`src/sv/str_pkg.sv`:
```
package str_pkg;

  // Default values of the top-level parameters.
  localparam int DEF_COUNT_WIDTH      = 24;
  localparam int DEF_TICKS_PER_SECOND = 1000;

  // Field widths.
  localparam int ACTION_W   = 3;
  localparam int MODE_W     = 2;
  localparam int LEN_W      = 16;
  localparam int TGT_W      = 9;
  localparam int STEP_W     = 16;
  localparam int SPEED_W    = 17;
  localparam int RAMP_W     = 12;
  localparam int ACCEL_W    = 13;
  localparam int RATE_W     = 16;
  localparam int CFG_IDX_W  = 2;
  localparam int CFG_DATA_W = 17;

  // Fixed-point shifts: mm to 1/131072 mm of two wheels, and speed to rate.
  localparam int LEN_SHIFT  = 17;
  localparam int RATE_SHIFT = 8;
  localparam int Y_SHIFT    = 8;

  // Width of a squared speed, of the shared dividend and of the clamped
  // magnitude of the remaining distance.
  localparam int SQ_W  = 2 * SPEED_W;
  localparam int DVD_W = LEN_W + LEN_SHIFT;
  localparam int MAG_W = 43;

  // Register reset values and limits.
  localparam logic [STEP_W-1:0]  STEP_LENGTH_RST = 16'd19661;
  localparam logic [SPEED_W-1:0] FLOOR_SPEED_RST = 17'd2560;
  localparam logic [RAMP_W-1:0]  RAMP_STEP_RST   = 12'd384;
  localparam logic [SPEED_W-1:0] SPEED_CAP       = 17'd128000;
  localparam logic [TGT_W-1:0]   TGT_MAX         = 9'd500;
  localparam logic [RATE_W-1:0]  RATE_MAX        = 16'hFFFF;
  localparam logic [MAG_W-1:0]   MAG_MAX         = {MAG_W{1'b1}};

  // Configuration register indexes.
  localparam logic [CFG_IDX_W-1:0] CFG_STEP_LENGTH = 2'd0;
  localparam logic [CFG_IDX_W-1:0] CFG_FLOOR_SPEED = 2'd1;
  localparam logic [CFG_IDX_W-1:0] CFG_RAMP_STEP   = 2'd2;

  // Move modes; any other code runs as a constant-speed move.
  localparam logic [MODE_W-1:0] MODE_ACCEL = 2'd1;
  localparam logic [MODE_W-1:0] MODE_DECEL = 2'd2;

  typedef enum logic [ACTION_W-1:0] {
    ACT_START = 3'd0,
    ACT_TICK  = 3'd1,
    ACT_RIGHT = 3'd2,
    ACT_LEFT  = 3'd3,
    ACT_STOP  = 3'd4
  } action_t;

  typedef enum logic {
    ALU_MUL = 1'b0,
    ALU_DIV = 1'b1
  } alu_op_t;

  // Request to the shared arithmetic unit.
  typedef struct packed {
    logic    start;
    alu_op_t op;
  } alu_req_t;

  // Configuration registers as seen by the datapath.
  typedef struct packed {
    logic [STEP_W-1:0]  step_length;
    logic [SPEED_W-1:0] floor_speed;
    logic [RAMP_W-1:0]  ramp_step;
  } cfg_t;

endpackage

```
`src/sv/str_cfg.sv`:
```
module str_cfg import str_pkg::*; (
  input  logic                  clk,
  input  logic                  rst_n,
  input  logic                  cfg_we,
  input  logic [CFG_IDX_W-1:0]  cfg_index,
  input  logic [CFG_DATA_W-1:0] cfg_wdata,
  output cfg_t                  cfg
);

  logic [STEP_W-1:0]  step_length_r;
  logic [SPEED_W-1:0] floor_speed_r;
  logic [SPEED_W-1:0] floor_speed_nxt;
  logic [RAMP_W-1:0]  ramp_step_r;

  // The floor speed is held to the speed cap when written.
  always_comb begin
    if (cfg_wdata > SPEED_CAP) begin
      floor_speed_nxt = SPEED_CAP;
    end else begin
      floor_speed_nxt = cfg_wdata;
    end
  end

  // Register writes; an index beyond the list is ignored.
  always_ff @(posedge clk) begin
    if (!rst_n) begin
      step_length_r <= STEP_LENGTH_RST;
      floor_speed_r <= FLOOR_SPEED_RST;
      ramp_step_r   <= RAMP_STEP_RST;
    end else if (cfg_we) begin
      case (cfg_index)
        CFG_STEP_LENGTH: step_length_r <= cfg_wdata[STEP_W-1:0];
        CFG_FLOOR_SPEED: floor_speed_r <= floor_speed_nxt;
        CFG_RAMP_STEP:   ramp_step_r   <= cfg_wdata[RAMP_W-1:0];
        default: begin
        end
      endcase
    end
  end

  assign cfg.step_length = step_length_r;
  assign cfg.floor_speed = floor_speed_r;
  assign cfg.ramp_step   = ramp_step_r;

endmodule

```
`src/sv/str_unit.sv`:
```
module str_unit import str_pkg::*; #(
  parameter int A_W = 64,
  parameter int B_W = 22,
  parameter int Q_W = DVD_W,
  parameter int D_W = STEP_W
) (
  input  logic           clk,
  input  logic           rst_n,
  input  alu_req_t       req,
  input  logic [A_W-1:0] opa,
  input  logic [B_W-1:0] opb,
  input  logic [Q_W-1:0] dvd,
  input  logic [D_W-1:0] dvs,
  output logic           done,
  output logic [A_W-1:0] prod,
  output logic [Q_W-1:0] quot
);

  localparam int SUM_W = A_W + 1;
  localparam int CNT_W = $clog2(Q_W + 1);

  logic             run_r;
  logic             done_r;
  alu_op_t          op_r;
  logic [A_W-1:0]   acc_r;
  logic [A_W-1:0]   a_r;
  logic [B_W-1:0]   b_r;
  logic [D_W-1:0]   rem_r;
  logic [D_W-1:0]   dvs_r;
  logic [Q_W-1:0]   q_r;
  logic [CNT_W-1:0] cnt_r;

  logic [D_W:0]     shift_in;
  logic [SUM_W-1:0] add_x;
  logic [SUM_W-1:0] add_y;
  logic             add_sub;
  logic [SUM_W-1:0] add_s;
  logic             fits;
  logic             last;

  // One shared adder: accumulate a shifted multiplicand, or trial-subtract
  // the divisor from the partial remainder.
  always_comb begin
    shift_in = {rem_r, q_r[Q_W-1]};
    if (op_r == ALU_DIV) begin
      add_x   = SUM_W'(shift_in);
      add_y   = SUM_W'(dvs_r);
      add_sub = 1'b1;
    end else begin
      add_x   = {1'b0, acc_r};
      add_y   = b_r[0] ? {1'b0, a_r} : '0;
      add_sub = 1'b0;
    end
    add_s = add_x + (add_sub ? ~add_y : add_y) + SUM_W'(add_sub);
    fits  = ~add_s[SUM_W-1];
    if (op_r == ALU_DIV) begin
      last = (cnt_r == CNT_W'(1));
    end else begin
      last = (b_r == '0);
    end
  end

  // Run and completion control.
  always_ff @(posedge clk) begin
    if (!rst_n) begin
      run_r  <= 1'b0;
      done_r <= 1'b0;
    end else begin
      done_r <= 1'b0;
      if (req.start) begin
        run_r <= 1'b1;
      end else if (run_r && last) begin
        run_r  <= 1'b0;
        done_r <= 1'b1;
      end
    end
  end

  // Operand load and one multiplier bit or one quotient bit per cycle.
  always_ff @(posedge clk) begin
    if (req.start) begin
      op_r  <= req.op;
      acc_r <= '0;
      a_r   <= opa;
      b_r   <= opb;
      rem_r <= '0;
      q_r   <= dvd;
      dvs_r <= dvs;
      cnt_r <= CNT_W'(Q_W);
    end else if (run_r) begin
      if (op_r == ALU_DIV) begin
        rem_r <= fits ? add_s[D_W-1:0] : shift_in[D_W-1:0];
        q_r   <= {q_r[Q_W-2:0], fits};
        cnt_r <= cnt_r - CNT_W'(1);
      end else begin
        acc_r <= add_s[A_W-1:0];
        a_r   <= a_r << 1;
        b_r   <= b_r >> 1;
      end
    end
  end

  assign done = done_r;
  assign prod = acc_r;
  assign quot = q_r;

endmodule

```
`src/sv/stepper_trapezoid_ramp_top.sv`:
```
// Channel   Direction  Handshake             Payload
// in_       request    in_valid / in_ready   action, move_mode, move_length, target_speed
// out_      result     out_valid / out_ready step_rate, current_speed, moving, braking,
//                                            move_done
// cfg_      write      cfg_we                cfg_index, cfg_wdata
//
// One request at a time: in_ready is high only while the block is idle.
// A stop or a request while no move runs needs no divide; a request during a
// move waits on the 33-bit divide for the step rate in the shared unit.
// A start adds a second 33-bit divide for the step goal; a decelerate tick
// before braking adds up to four multiplies by operands of up to K_W bits.
// Reset is synchronous and active low; no clearing pass follows it.
// A result stalled on out_ready holds the block until it is taken.
module stepper_trapezoid_ramp_top import str_pkg::*; #(
  parameter int COUNT_WIDTH      = DEF_COUNT_WIDTH,
  parameter int TICKS_PER_SECOND = DEF_TICKS_PER_SECOND
) (
  input  logic                  clk,
  input  logic                  rst_n,
  input  logic                  cfg_we,
  input  logic [CFG_IDX_W-1:0]  cfg_index,
  input  logic [CFG_DATA_W-1:0] cfg_wdata,
  input  logic                  in_valid,
  output logic                  in_ready,
  input  logic [ACTION_W-1:0]   in_action,
  input  logic [MODE_W-1:0]     in_move_mode,
  input  logic [LEN_W-1:0]      in_move_length,
  input  logic [TGT_W-1:0]      in_target_speed,
  output logic                  out_valid,
  input  logic                  out_ready,
  output logic [RATE_W-1:0]     out_step_rate,
  output logic [SPEED_W-1:0]    out_current_speed,
  output logic                  out_moving,
  output logic                  out_braking,
  output logic                  out_move_done
);

  localparam int GOAL_W = COUNT_WIDTH + 1;
  localparam int TPS_W  = $clog2(TICKS_PER_SECOND + 1);
  localparam int K_W    = TPS_W + RAMP_W;
  localparam int A_W    = MAG_W + K_W;
  localparam int B_W    = K_W;
  localparam int P_W    = GOAL_W + STEP_W;
  localparam int REM_W  = ((P_W > DVD_W) ? P_W : DVD_W) + 1;
  localparam int RM_W   = (REM_W > MAG_W) ? REM_W : MAG_W + 1;
  localparam int GQ_W   = (GOAL_W > DVD_W) ? GOAL_W : DVD_W;
  localparam int SW     = SPEED_W + 2;
  localparam logic [K_W-1:0] TPS_K = K_W'(TICKS_PER_SECOND);

  typedef enum logic [11:0] {
    ST_IDLE  = 12'b0000_0000_0001,
    ST_GOAL  = 12'b0000_0000_0010,
    ST_PULSE = 12'b0000_0000_0100,
    ST_MVV   = 12'b0000_0000_1000,
    ST_MFF   = 12'b0000_0001_0000,
    ST_MSP   = 12'b0000_0010_0000,
    ST_REM   = 12'b0000_0100_0000,
    ST_MRK   = 12'b0000_1000_0000,
    ST_SPEED = 12'b0001_0000_0000,
    ST_RATE  = 12'b0010_0000_0000,
    ST_RDIV  = 12'b0100_0000_0000,
    ST_OUT   = 12'b1000_0000_0000
  } state_t;

  state_t state_r;

  // Move state.
  logic [SPEED_W-1:0]        speed_r;
  logic [SPEED_W-1:0]        ceil_r;
  logic [SPEED_W-1:0]        floor_now_r;
  logic signed [ACCEL_W-1:0] accel_r;
  logic [COUNT_WIDTH-1:0]    right_r;
  logic [COUNT_WIDTH-1:0]    left_r;
  logic [GOAL_W-1:0]         goal_r;
  logic [LEN_W-1:0]          len_r;
  logic [MODE_W-1:0]         mode_r;
  logic                      active_r;
  logic                      brake_r;
  logic                      done_r;
  logic [RATE_W-1:0]         rate_r;

  // Braking check scratch.
  logic [SQ_W-1:0]           vv_r;
  logic [SQ_W-1:0]           ff_r;
  logic signed [REM_W-1:0]   rem_r;
  logic signed [SQ_W:0]      ydiff_r;
  logic [SQ_W-1:0]           ymag_r;
  logic                      gt_r;

  cfg_t                      cfg;
  alu_req_t                  alu_req;
  logic [A_W-1:0]            alu_opa;
  logic [B_W-1:0]            alu_opb;
  logic [DVD_W-1:0]          alu_dvd;
  logic                      alu_done;
  logic [A_W-1:0]            alu_prod;
  logic [DVD_W-1:0]          alu_quot;

  action_t                   action;
  logic [TGT_W-1:0]          tgt_sat;
  logic [SPEED_W-1:0]        ceil_val;
  logic [K_W-1:0]            k_val;
  logic [GOAL_W-1:0]         step_sum;
  logic [GOAL_W-1:0]         goal_sat;
  logic                      tick_check;
  logic                      rate_div;

  logic                      rem_neg;
  logic                      rem_pos;
  logic [REM_W-1:0]          rem_abs;
  logic [RM_W-1:0]           rem_abs_w;
  logic [MAG_W-1:0]          rem_mag;
  logic                      y_neg;
  logic [SQ_W-1:0]           y_abs;
  logic                      need_mul;
  logic                      far_rem;
  logic                      cmp_gt;
  logic [A_W-1:0]            y_full;
  logic                      far_mul;

  logic signed [SW-1:0]      spd_sum;
  logic signed [SW-1:0]      spd_hi;
  logic signed [SW-1:0]      spd_lo;
  logic [SPEED_W-1:0]        spd_new;

  str_cfg u_cfg (
    .clk       (clk),
    .rst_n     (rst_n),
    .cfg_we    (cfg_we),
    .cfg_index (cfg_index),
    .cfg_wdata (cfg_wdata),
    .cfg       (cfg)
  );

  str_unit #(
    .A_W (A_W),
    .B_W (B_W),
    .Q_W (DVD_W),
    .D_W (STEP_W)
  ) u_unit (
    .clk   (clk),
    .rst_n (rst_n),
    .req   (alu_req),
    .opa   (alu_opa),
    .opb   (alu_opb),
    .dvd   (alu_dvd),
    .dvs   (cfg.step_length),
    .done  (alu_done),
    .prod  (alu_prod),
    .quot  (alu_quot)
  );

  // Request decode and fixed helpers.
  always_comb begin
    action     = action_t'(in_action);
    tgt_sat    = (in_target_speed > TGT_MAX) ? TGT_MAX : in_target_speed;
    ceil_val   = {tgt_sat, {RATE_SHIFT{1'b0}}};
    k_val      = K_W'(cfg.ramp_step) * TPS_K;
    step_sum   = {1'b0, right_r} + {1'b0, left_r};
    tick_check = active_r && (mode_r == MODE_DECEL) && !brake_r;
    rate_div   = active_r && (speed_r != '0) && (cfg.step_length != '0);
    if (GQ_W'(alu_quot) > GQ_W'({GOAL_W{1'b1}})) begin
      goal_sat = '1;
    end else begin
      goal_sat = GOAL_W'(alu_quot);
    end
  end

  // Sign and size of the remaining distance and of the squared-speed gap.
  always_comb begin
    rem_neg   = rem_r[REM_W-1];
    rem_pos   = !rem_neg && (rem_r != '0);
    rem_abs   = rem_neg ? REM_W'(-rem_r) : REM_W'(rem_r);
    rem_abs_w = RM_W'(rem_abs);
    rem_mag   = (rem_abs_w > RM_W'(MAG_MAX)) ? MAG_MAX : rem_abs_w[MAG_W-1:0];
    y_neg     = ydiff_r[SQ_W];
    y_abs     = y_neg ? SQ_W'(-ydiff_r) : SQ_W'(ydiff_r);
    need_mul  = 1'b0;
    far_rem   = 1'b0;
    cmp_gt    = 1'b0;
    if (cfg.ramp_step == '0) begin
      far_rem = y_neg;
    end else if (rem_pos) begin
      if (y_neg) begin
        far_rem = 1'b1;
      end else begin
        need_mul = 1'b1;
      end
    end else if (y_neg) begin
      need_mul = 1'b1;
      cmp_gt   = 1'b1;
    end
    y_full  = A_W'({ymag_r, {Y_SHIFT{1'b0}}});
    far_mul = gt_r ? (y_full > alu_prod) : (y_full < alu_prod);
  end

  // Speed update: add the acceleration, then clamp to ceiling and floor.
  always_comb begin
    spd_sum = $signed({2'b00, speed_r})
            + $signed({{(SW-ACCEL_W){accel_r[ACCEL_W-1]}}, accel_r});
    spd_hi  = (spd_sum > $signed({2'b00, ceil_r})) ? $signed({2'b00, ceil_r}) : spd_sum;
    spd_lo  = (spd_hi < $signed({2'b00, floor_now_r})) ? $signed({2'b00, floor_now_r})
                                                       : spd_hi;
    if (spd_lo < 0) begin
      spd_new = '0;
    end else if (spd_lo > $signed({2'b00, {SPEED_W{1'b1}}})) begin
      spd_new = '1;
    end else begin
      spd_new = spd_lo[SPEED_W-1:0];
    end
  end

  // Requests to the shared unit.
  always_comb begin
    alu_req.start = 1'b0;
    alu_req.op    = ALU_MUL;
    alu_opa       = '0;
    alu_opb       = '0;
    alu_dvd       = '0;
    case (state_r)
      ST_IDLE: begin
        if (in_valid) begin
          if (action == ACT_START && cfg.step_length != '0) begin
            alu_req.start = 1'b1;
            alu_req.op    = ALU_DIV;
            alu_dvd       = {in_move_length, {LEN_SHIFT{1'b0}}};
          end else if (action == ACT_TICK && tick_check) begin
            alu_req.start = 1'b1;
            alu_opa       = A_W'(speed_r);
            alu_opb       = B_W'(speed_r);
          end
        end
      end
      ST_MVV: begin
        if (alu_done) begin
          alu_req.start = 1'b1;
          alu_opa       = A_W'(cfg.floor_speed);
          alu_opb       = B_W'(cfg.floor_speed);
        end
      end
      ST_MFF: begin
        if (alu_done) begin
          alu_req.start = 1'b1;
          alu_opa       = A_W'(step_sum);
          alu_opb       = B_W'(cfg.step_length);
        end
      end
      ST_REM: begin
        if (need_mul) begin
          alu_req.start = 1'b1;
          alu_opa       = A_W'(rem_mag);
          alu_opb       = k_val;
        end
      end
      ST_RATE: begin
        if (rate_div) begin
          alu_req.start = 1'b1;
          alu_req.op    = ALU_DIV;
          alu_dvd       = DVD_W'({speed_r, {RATE_SHIFT{1'b0}}});
        end
      end
      default: begin
      end
    endcase
  end

  // Sequencer and move state.
  always_ff @(posedge clk) begin
    if (!rst_n) begin
      state_r     <= ST_IDLE;
      speed_r     <= '0;
      ceil_r      <= FLOOR_SPEED_RST;
      floor_now_r <= FLOOR_SPEED_RST;
      accel_r     <= '0;
      right_r     <= '0;
      left_r      <= '0;
      goal_r      <= '0;
      len_r       <= '0;
      mode_r      <= '0;
      active_r    <= 1'b0;
      brake_r     <= 1'b0;
    end else begin
      case (state_r)
        ST_IDLE: begin
          if (in_valid) begin
            done_r <= 1'b0;
            case (action)
              ACT_START: begin
                mode_r  <= in_move_mode;
                len_r   <= in_move_length;
                ceil_r  <= ceil_val;
                right_r <= '0;
                left_r  <= '0;
                brake_r <= 1'b0;
                if (in_move_mode == MODE_ACCEL) begin
                  accel_r     <= $signed({1'b0, cfg.ramp_step});
                  speed_r     <= cfg.floor_speed;
                  floor_now_r <= cfg.floor_speed;
                end else begin
                  accel_r     <= '0;
                  speed_r     <= ceil_val;
                  floor_now_r <= ceil_val;
                end
                if (cfg.step_length == '0) begin
                  goal_r   <= '1;
                  active_r <= 1'b1;
                  state_r  <= ST_RATE;
                end else begin
                  state_r <= ST_GOAL;
                end
              end
              ACT_TICK: begin
                if (tick_check) begin
                  state_r <= ST_MVV;
                end else if (active_r) begin
                  state_r <= ST_SPEED;
                end else begin
                  state_r <= ST_RATE;
                end
              end
              ACT_RIGHT: begin
                if (active_r) begin
                  if (right_r != '1) begin
                    right_r <= right_r + COUNT_WIDTH'(1);
                  end
                  state_r <= ST_PULSE;
                end else begin
                  state_r <= ST_RATE;
                end
              end
              ACT_LEFT: begin
                if (active_r) begin
                  if (left_r != '1) begin
                    left_r <= left_r + COUNT_WIDTH'(1);
                  end
                  state_r <= ST_PULSE;
                end else begin
                  state_r <= ST_RATE;
                end
              end
              ACT_STOP: begin
                active_r <= 1'b0;
                state_r  <= ST_RATE;
              end
              default: begin
                state_r <= ST_RATE;
              end
            endcase
          end
        end
        ST_GOAL: begin
          if (alu_done) begin
            goal_r <= goal_sat;
            if (goal_sat == '0) begin
              active_r <= 1'b0;
              done_r   <= 1'b1;
            end else begin
              active_r <= 1'b1;
            end
            state_r <= ST_RATE;
          end
        end
        ST_PULSE: begin
          if (step_sum >= goal_r) begin
            active_r <= 1'b0;
            done_r   <= 1'b1;
          end
          state_r <= ST_RATE;
        end
        ST_MVV: begin
          if (alu_done) begin
            vv_r    <= alu_prod[SQ_W-1:0];
            state_r <= ST_MFF;
          end
        end
        ST_MFF: begin
          if (alu_done) begin
            ff_r    <= alu_prod[SQ_W-1:0];
            state_r <= ST_MSP;
          end
        end
        ST_MSP: begin
          if (alu_done) begin
            rem_r   <= REM_W'({len_r, {LEN_SHIFT{1'b0}}}) - REM_W'(alu_prod);
            ydiff_r <= {1'b0, vv_r} - {1'b0, ff_r};
            state_r <= ST_REM;
          end
        end
        ST_REM: begin
          ymag_r <= y_abs;
          gt_r   <= cmp_gt;
          if (need_mul) begin
            state_r <= ST_MRK;
          end else begin
            if (!far_rem) begin
              accel_r     <= -$signed({1'b0, cfg.ramp_step});
              floor_now_r <= cfg.floor_speed;
              brake_r     <= 1'b1;
            end
            state_r <= ST_SPEED;
          end
        end
        ST_MRK: begin
          if (alu_done) begin
            if (!far_mul) begin
              accel_r     <= -$signed({1'b0, cfg.ramp_step});
              floor_now_r <= cfg.floor_speed;
              brake_r     <= 1'b1;
            end
            state_r <= ST_SPEED;
          end
        end
        ST_SPEED: begin
          speed_r <= spd_new;
          state_r <= ST_RATE;
        end
        ST_RATE: begin
          if (rate_div) begin
            state_r <= ST_RDIV;
          end else begin
            rate_r  <= (active_r && speed_r != '0) ? RATE_MAX : '0;
            state_r <= ST_OUT;
          end
        end
        ST_RDIV: begin
          if (alu_done) begin
            rate_r  <= (alu_quot > DVD_W'(RATE_MAX)) ? RATE_MAX : alu_quot[RATE_W-1:0];
            state_r <= ST_OUT;
          end
        end
        ST_OUT: begin
          if (out_ready) begin
            state_r <= ST_IDLE;
          end
        end
        default: begin
          state_r <= ST_IDLE;
        end
      endcase
    end
  end

  // The result registers hold still while the result waits.
  assign in_ready          = (state_r == ST_IDLE);
  assign out_valid         = (state_r == ST_OUT);
  assign out_step_rate     = rate_r;
  assign out_current_speed = speed_r;
  assign out_moving        = active_r;
  assign out_braking       = brake_r;
  assign out_move_done     = done_r;

endmodule

```
`config.mk`:
```
export PLATFORM = sky130hd
export DESIGN_NAME = stepper_trapezoid_ramp_top
export DESIGN_NICKNAME = d
export VERILOG_FILES = /design/src/sv/str_pkg.sv /design/src/sv/str_cfg.sv /design/src/sv/str_unit.sv /design/src/sv/stepper_trapezoid_ramp_top.sv
export SDC_FILE = /design/constraint.sdc
export NUM_CORES = 2
export LEC_CHECK = 0
export BUFFER_PORTS_ARGS = -buffer_cell sky130_fd_sc_hd__buf_2
export CELL_PAD_IN_SITES_DETAIL_PLACEMENT = 0
export CELL_PAD_IN_SITES_GLOBAL_PLACEMENT = 1
export CORE_MARGIN = 1.5
export CORE_UTILIZATION = 45
export DETAILED_ROUTE_END_ITERATION = 6
export PLACE_DENSITY = 0.87
export RECOVER_POWER = 50
export SYNTH_ARGS = -nofsm -noshare
export SYNTH_HDL_FRONTEND = slang
export SYNTH_SLANG_ARGS = --single-unit
export TNS_END_PERCENT = 5
```
`constraint.sdc`:
```
create_clock -name clk -period 9.6 [get_ports clk]
set_clock_uncertainty 0.1 [all_clocks]
set_input_delay 1.44 -clock clk [delete_from_list [all_inputs] [get_ports clk]]
set_output_delay 1.44 -clock clk [all_outputs]
set_load 0.005 [all_outputs]
```
==> summary.txt <==
Yosys
  – Most used flip-flop cell after synthesis: sky130_fd_sc_hd__edfxtp_1
  – Register bit count reported by yosys: 629
  – Mapped Cells: 4293
  – Sequential share of the synthesized area: 40.8%
  – Summed instance area of the synthesized netlist: 39100 um^2
  – Number of warnings reported in the yosys synthesis log: 0
  – Synth cell types: 84
  – Leading area contributor after synthesis: sky130_fd_sc_hd__edfxtp_1
  – Total nets after synthesis: 4693
  – Number of synthesized flops with an enable pin: 334
  – Proportion of synthesized flip-flops having asynchronous set or reset: 0%
  – Area share of the largest cell type after synthesis: 25.7%
  – Synthesized area divided by synthesized cell count: 9.10 um^2
  – Synth area leaders: sky130_fd_sc_hd__edfxtp_1 (26%), sky130_fd_sc_hd__dfxtp_1 (15%), sky130_fd_sc_hd__ha_1 (9.7%)

Die
  – Effective utilization at floorplan: 45.7%
  – IO Pins: 92
  – Die height: 298 um
  – Number of core rows: 107
  – Horizontal die dimension: 298 um
  – Die Footprint: 88600 um^2
  – Core region area: 85500 um^2

Pwr
  – Power Dens Cells: 215 nW/um^2
  – Worst IR Drop VDD: 0.143 mV
  – Standby leakage power: 17.3 nW
  – Total power of the final layout: 9.24 mW

Clock tree
  – Latest clock arrival within the worst-skew pair: 630 ps
  – CTS Hold Bufs: 0
  – Library cell used as clock root buffer: sky130_fd_sc_hd__clkbuf_16
  – # H-tree levels: 3
  – Clock-pin slew on the worst setup and hold paths: 60 ps
  – Total clock buffers created by CTS: 74
  – Number of clock sinks: 629
  – Clock tree from TritonCTS: yes
  – CTS max path bufs: 3
  – Number of resized instances in the post-cts repair step: 0
  – Setup fix buffers added after clock tree synthesis: 0

Drt
  – Detailed route wirelength on metal3: 8270 um
  – DRC violations left: 0
  – Length of the first detailed-routing pass in iterations: 6
  – Highest Signal Layer: met4
  – Post-DR vias/cell: 5.87
  – Wire length on met1: 49400 um
  – Detailed-route wire length: 115000 um
  – Detailed router's first-iteration violation count: 2874
  – Remaining antenna violation count: 0
  – Met2 Wirelength: 53000 um
  – Via count of the routed design: 32500
  – Wire length per cell after detailed routing: 20.9 um

Setup path
  – Critical Path Sink: out_current_speed[7]
  – CP Class: reg -> reg
  – Crit path launch type: flop
  – Worst reg2reg path startpoint: out_current_speed[2]
  – Worst EP arrival: 8100 ps
  – Slowest stage delay, CP: 720 ps
  – Type of element capturing the critical path: flop
  – Critical path origin: out_current_speed[2]
  – Number of cell instances on the worst register-to-register path: 33
  – Reg2Reg Capture Point: out_current_speed[7]
  – Cell type of the slowest stage on the worst timing path: sky130_fd_sc_hd__a41oi_1
  – Required arrival time at the worst endpoint: 9950 ps
  – Reg-to-reg setup timing slack: 1850 ps
  – Maximum fanout along the worst path: 25

Timing
  – Unrepaired setup endpoints after global routing: false
  – Max Slew Vio Count: 450
  – Fin. Hold Viols: 0
  – Setup Total Neg Slack: 0 ps
  – Total setup violations reported at the end of the flow: 0
  – Slew headroom: -164%
  – Part of the cycle the worst path needs: 80.7%
  – Maximum achievable frequency: 129 MHz
  – Final Critical Period: 7750 ps
  – Slew of the pin with the lowest slew margin: 3960 ps

Worst hold path
  – Worst min-delay path class: reg -> reg

Finish
  – Fraction of final layout cells with drive strength greater than 1: 6.31%
  – P&R area growth vs syn: 10.2%
  – Number of nets in the final layout: 4727
  – Diodes inserted: 0
  – Most common cell after layout, fill and taps aside: sky130_fd_sc_hd__nand2_1
  – Final core utilization: 50.3%
  – Most frequent cells in the layout: sky130_fd_sc_hd__nand2_1 (617), sky130_fd_sc_hd__edfxtp_1 (334), sky130_fd_sc_hd__a21oi_1 (324), sky130_fd_sc_hd__nor2_1 (308), sky130_fd_sc_hd__ha_1 (304)

Placement
  – Quantity of I/O buffers inserted on ports: 91
  – Placer's final routability congestion estimate: 0.925
  – Half-perimeter wire length after placement: 86100 um

Global routing
  – Global route total overflow: 0
  – Maximum number of pins on one net before global-route repair: 100
  – Wire length of the first global-routing pass: 179000 um
  – Overall fraction of global-route tracks in use: 25.6%
  – Antenna violations before repair: 0
  – Vias in the first global route: 30900

Run status
  – Status: complete, but fails checks
  – Violations in the final reports: max-capacitance violations, max-slew violations

Job
  – Max-Cap Viols: 10
[power breakdown]
| group | leakage [nW] | switching [mW] | internal, mW | total (mW) |
|---|---|---|---|---|
| combinational | 10.7 | 1.71 | 1.11 | 2.83 |
| clock | 1.19 | 1.19 | 1.68 | 2.87 |
| sequential | 5.43 | 0.328 | 3.22 | 3.54 |
| total | 17.3 | 3.23 | 6.01 | 9.24 |
[cell families (layout without fill, tap and decap cells)]
| group | Yosys count | count (layout) | share of synthesized area (%) |
|---|---|---|---|
| AND/OR/NAND/NOR | 1504 | 1504 | 18.0 |
| AO/OA/AOI/OAI | 1073 | 1073 | 17.6 |
| flip-flops | 629 | 629 | 40.8 |
| buffers and inverters | 398 | 492 | 3.83 |
| adder cells (fa/ha/maj) | 346 | 346 | 11.9 |
| XOR/XNOR | 297 | 297 | 6.66 |
| multiplexers | 46 | 46 | 1.23 |
[metrics by stage]
step	hold slack, ps	setup WS [ps]	cells	instance area, um^2
2_1_floorplan	324	2680	4293	39100
3_3_place_gp	341	2060	5395	40700
3_5_place_dp	352	2010	5395	40700
4_1_cts	360	1980	5531	43200
5_1_grt	380	1040	5531	43000
6_report	353	1850	5531	43000
[worst max-delay path, delay by kind of cell, from the launching register on]
kind	cells	cell delay, ps
AO/OA/AOI/OAI	17	4260
XOR/XNOR	1	150
adder cells (fa/ha/maj)	4	1420
flip-flops	1	510
AND/OR/NAND/NOR	11	1130
[Yosys cell counts (all sizes together) (13+ instances only)]
library cell and count:
a211oi 42, a21boi 25, a21o 103, a21oi 324, a221o 21, a22o 23
a22oi 38, a31oi 29, and2 47, and3 31, buf 14, clkbuf 162
dfxtp 295, edfxtp 334, fa 42, ha 304, inv 222, mux2 15
mux2i 31, nand2 618, nand2b 51, nand3 90, nand4 66, nor2 310
nor2b 57, nor3 70, nor3b 13, nor4 44, o211ai 17, o21a 38
o21ai 246, o21bai 24, o31ai 32, o41ai 16, or2 13, or3 38
or4 19, xnor2 157, xor2 140
[layer usage]
layer | up-vias | GRT usage, %
met5 | - | 0
met4 | 0 | 9.79
met3 | 229 | 4.20
met2 | 1119 | 41.3
met1 | 15600 | 34.3
li1 | 15500 | -
[sequential cells by signal (all words and copies together) (netlist names), 16 cells and up]
signal and count:
ydiff_r 35, u_unit.a_r 65, left_r 24, out_current_speed 17, u_unit.quot 33, u_unit.prod 65
goal_r 25, len_r 16, u_unit.b_r 22, u_unit.rem_r 16, floor_now_r 17, vv_r 34
right_r 24, u_cfg.step_length_r 16, out_step_rate 16, u_cfg.floor_speed_r 17, rem_r 42, ff_r 34
u_unit.dvs_r 16, ymag_r 34
[cell type report]
cell class,instances,area [um^2]
inverters,222,835
clock inverters,34,308
well taps,1144,1430
multi-input cells,3266,21700
fillers,8044,42500
clock buffers,102,2140
repair buffers,134,684
flip-flops and latches,629,15900
[worst min path at each step]
| stage | from | to | slack, ps | depth (start not counted) |
|---|---|---|---|---|
| floorplan | u_unit.prod[8] | ff_r[8] | 320 | 0 |
| global placement | ceil_r[12] | ceil_r[12] | 340 | 2 |
| detailed placement | ceil_r[12] | ceil_r[12] | 350 | 2 |
| CTS | ceil_r[12] | ceil_r[12] | 360 | 2 |
| global route | u_unit.prod[27] | vv_r[27] | 380 | 0 |
| finish | ceil_r[12] | ceil_r[12] | 350 | 2 |
Power figures use the tool's default switching activity.
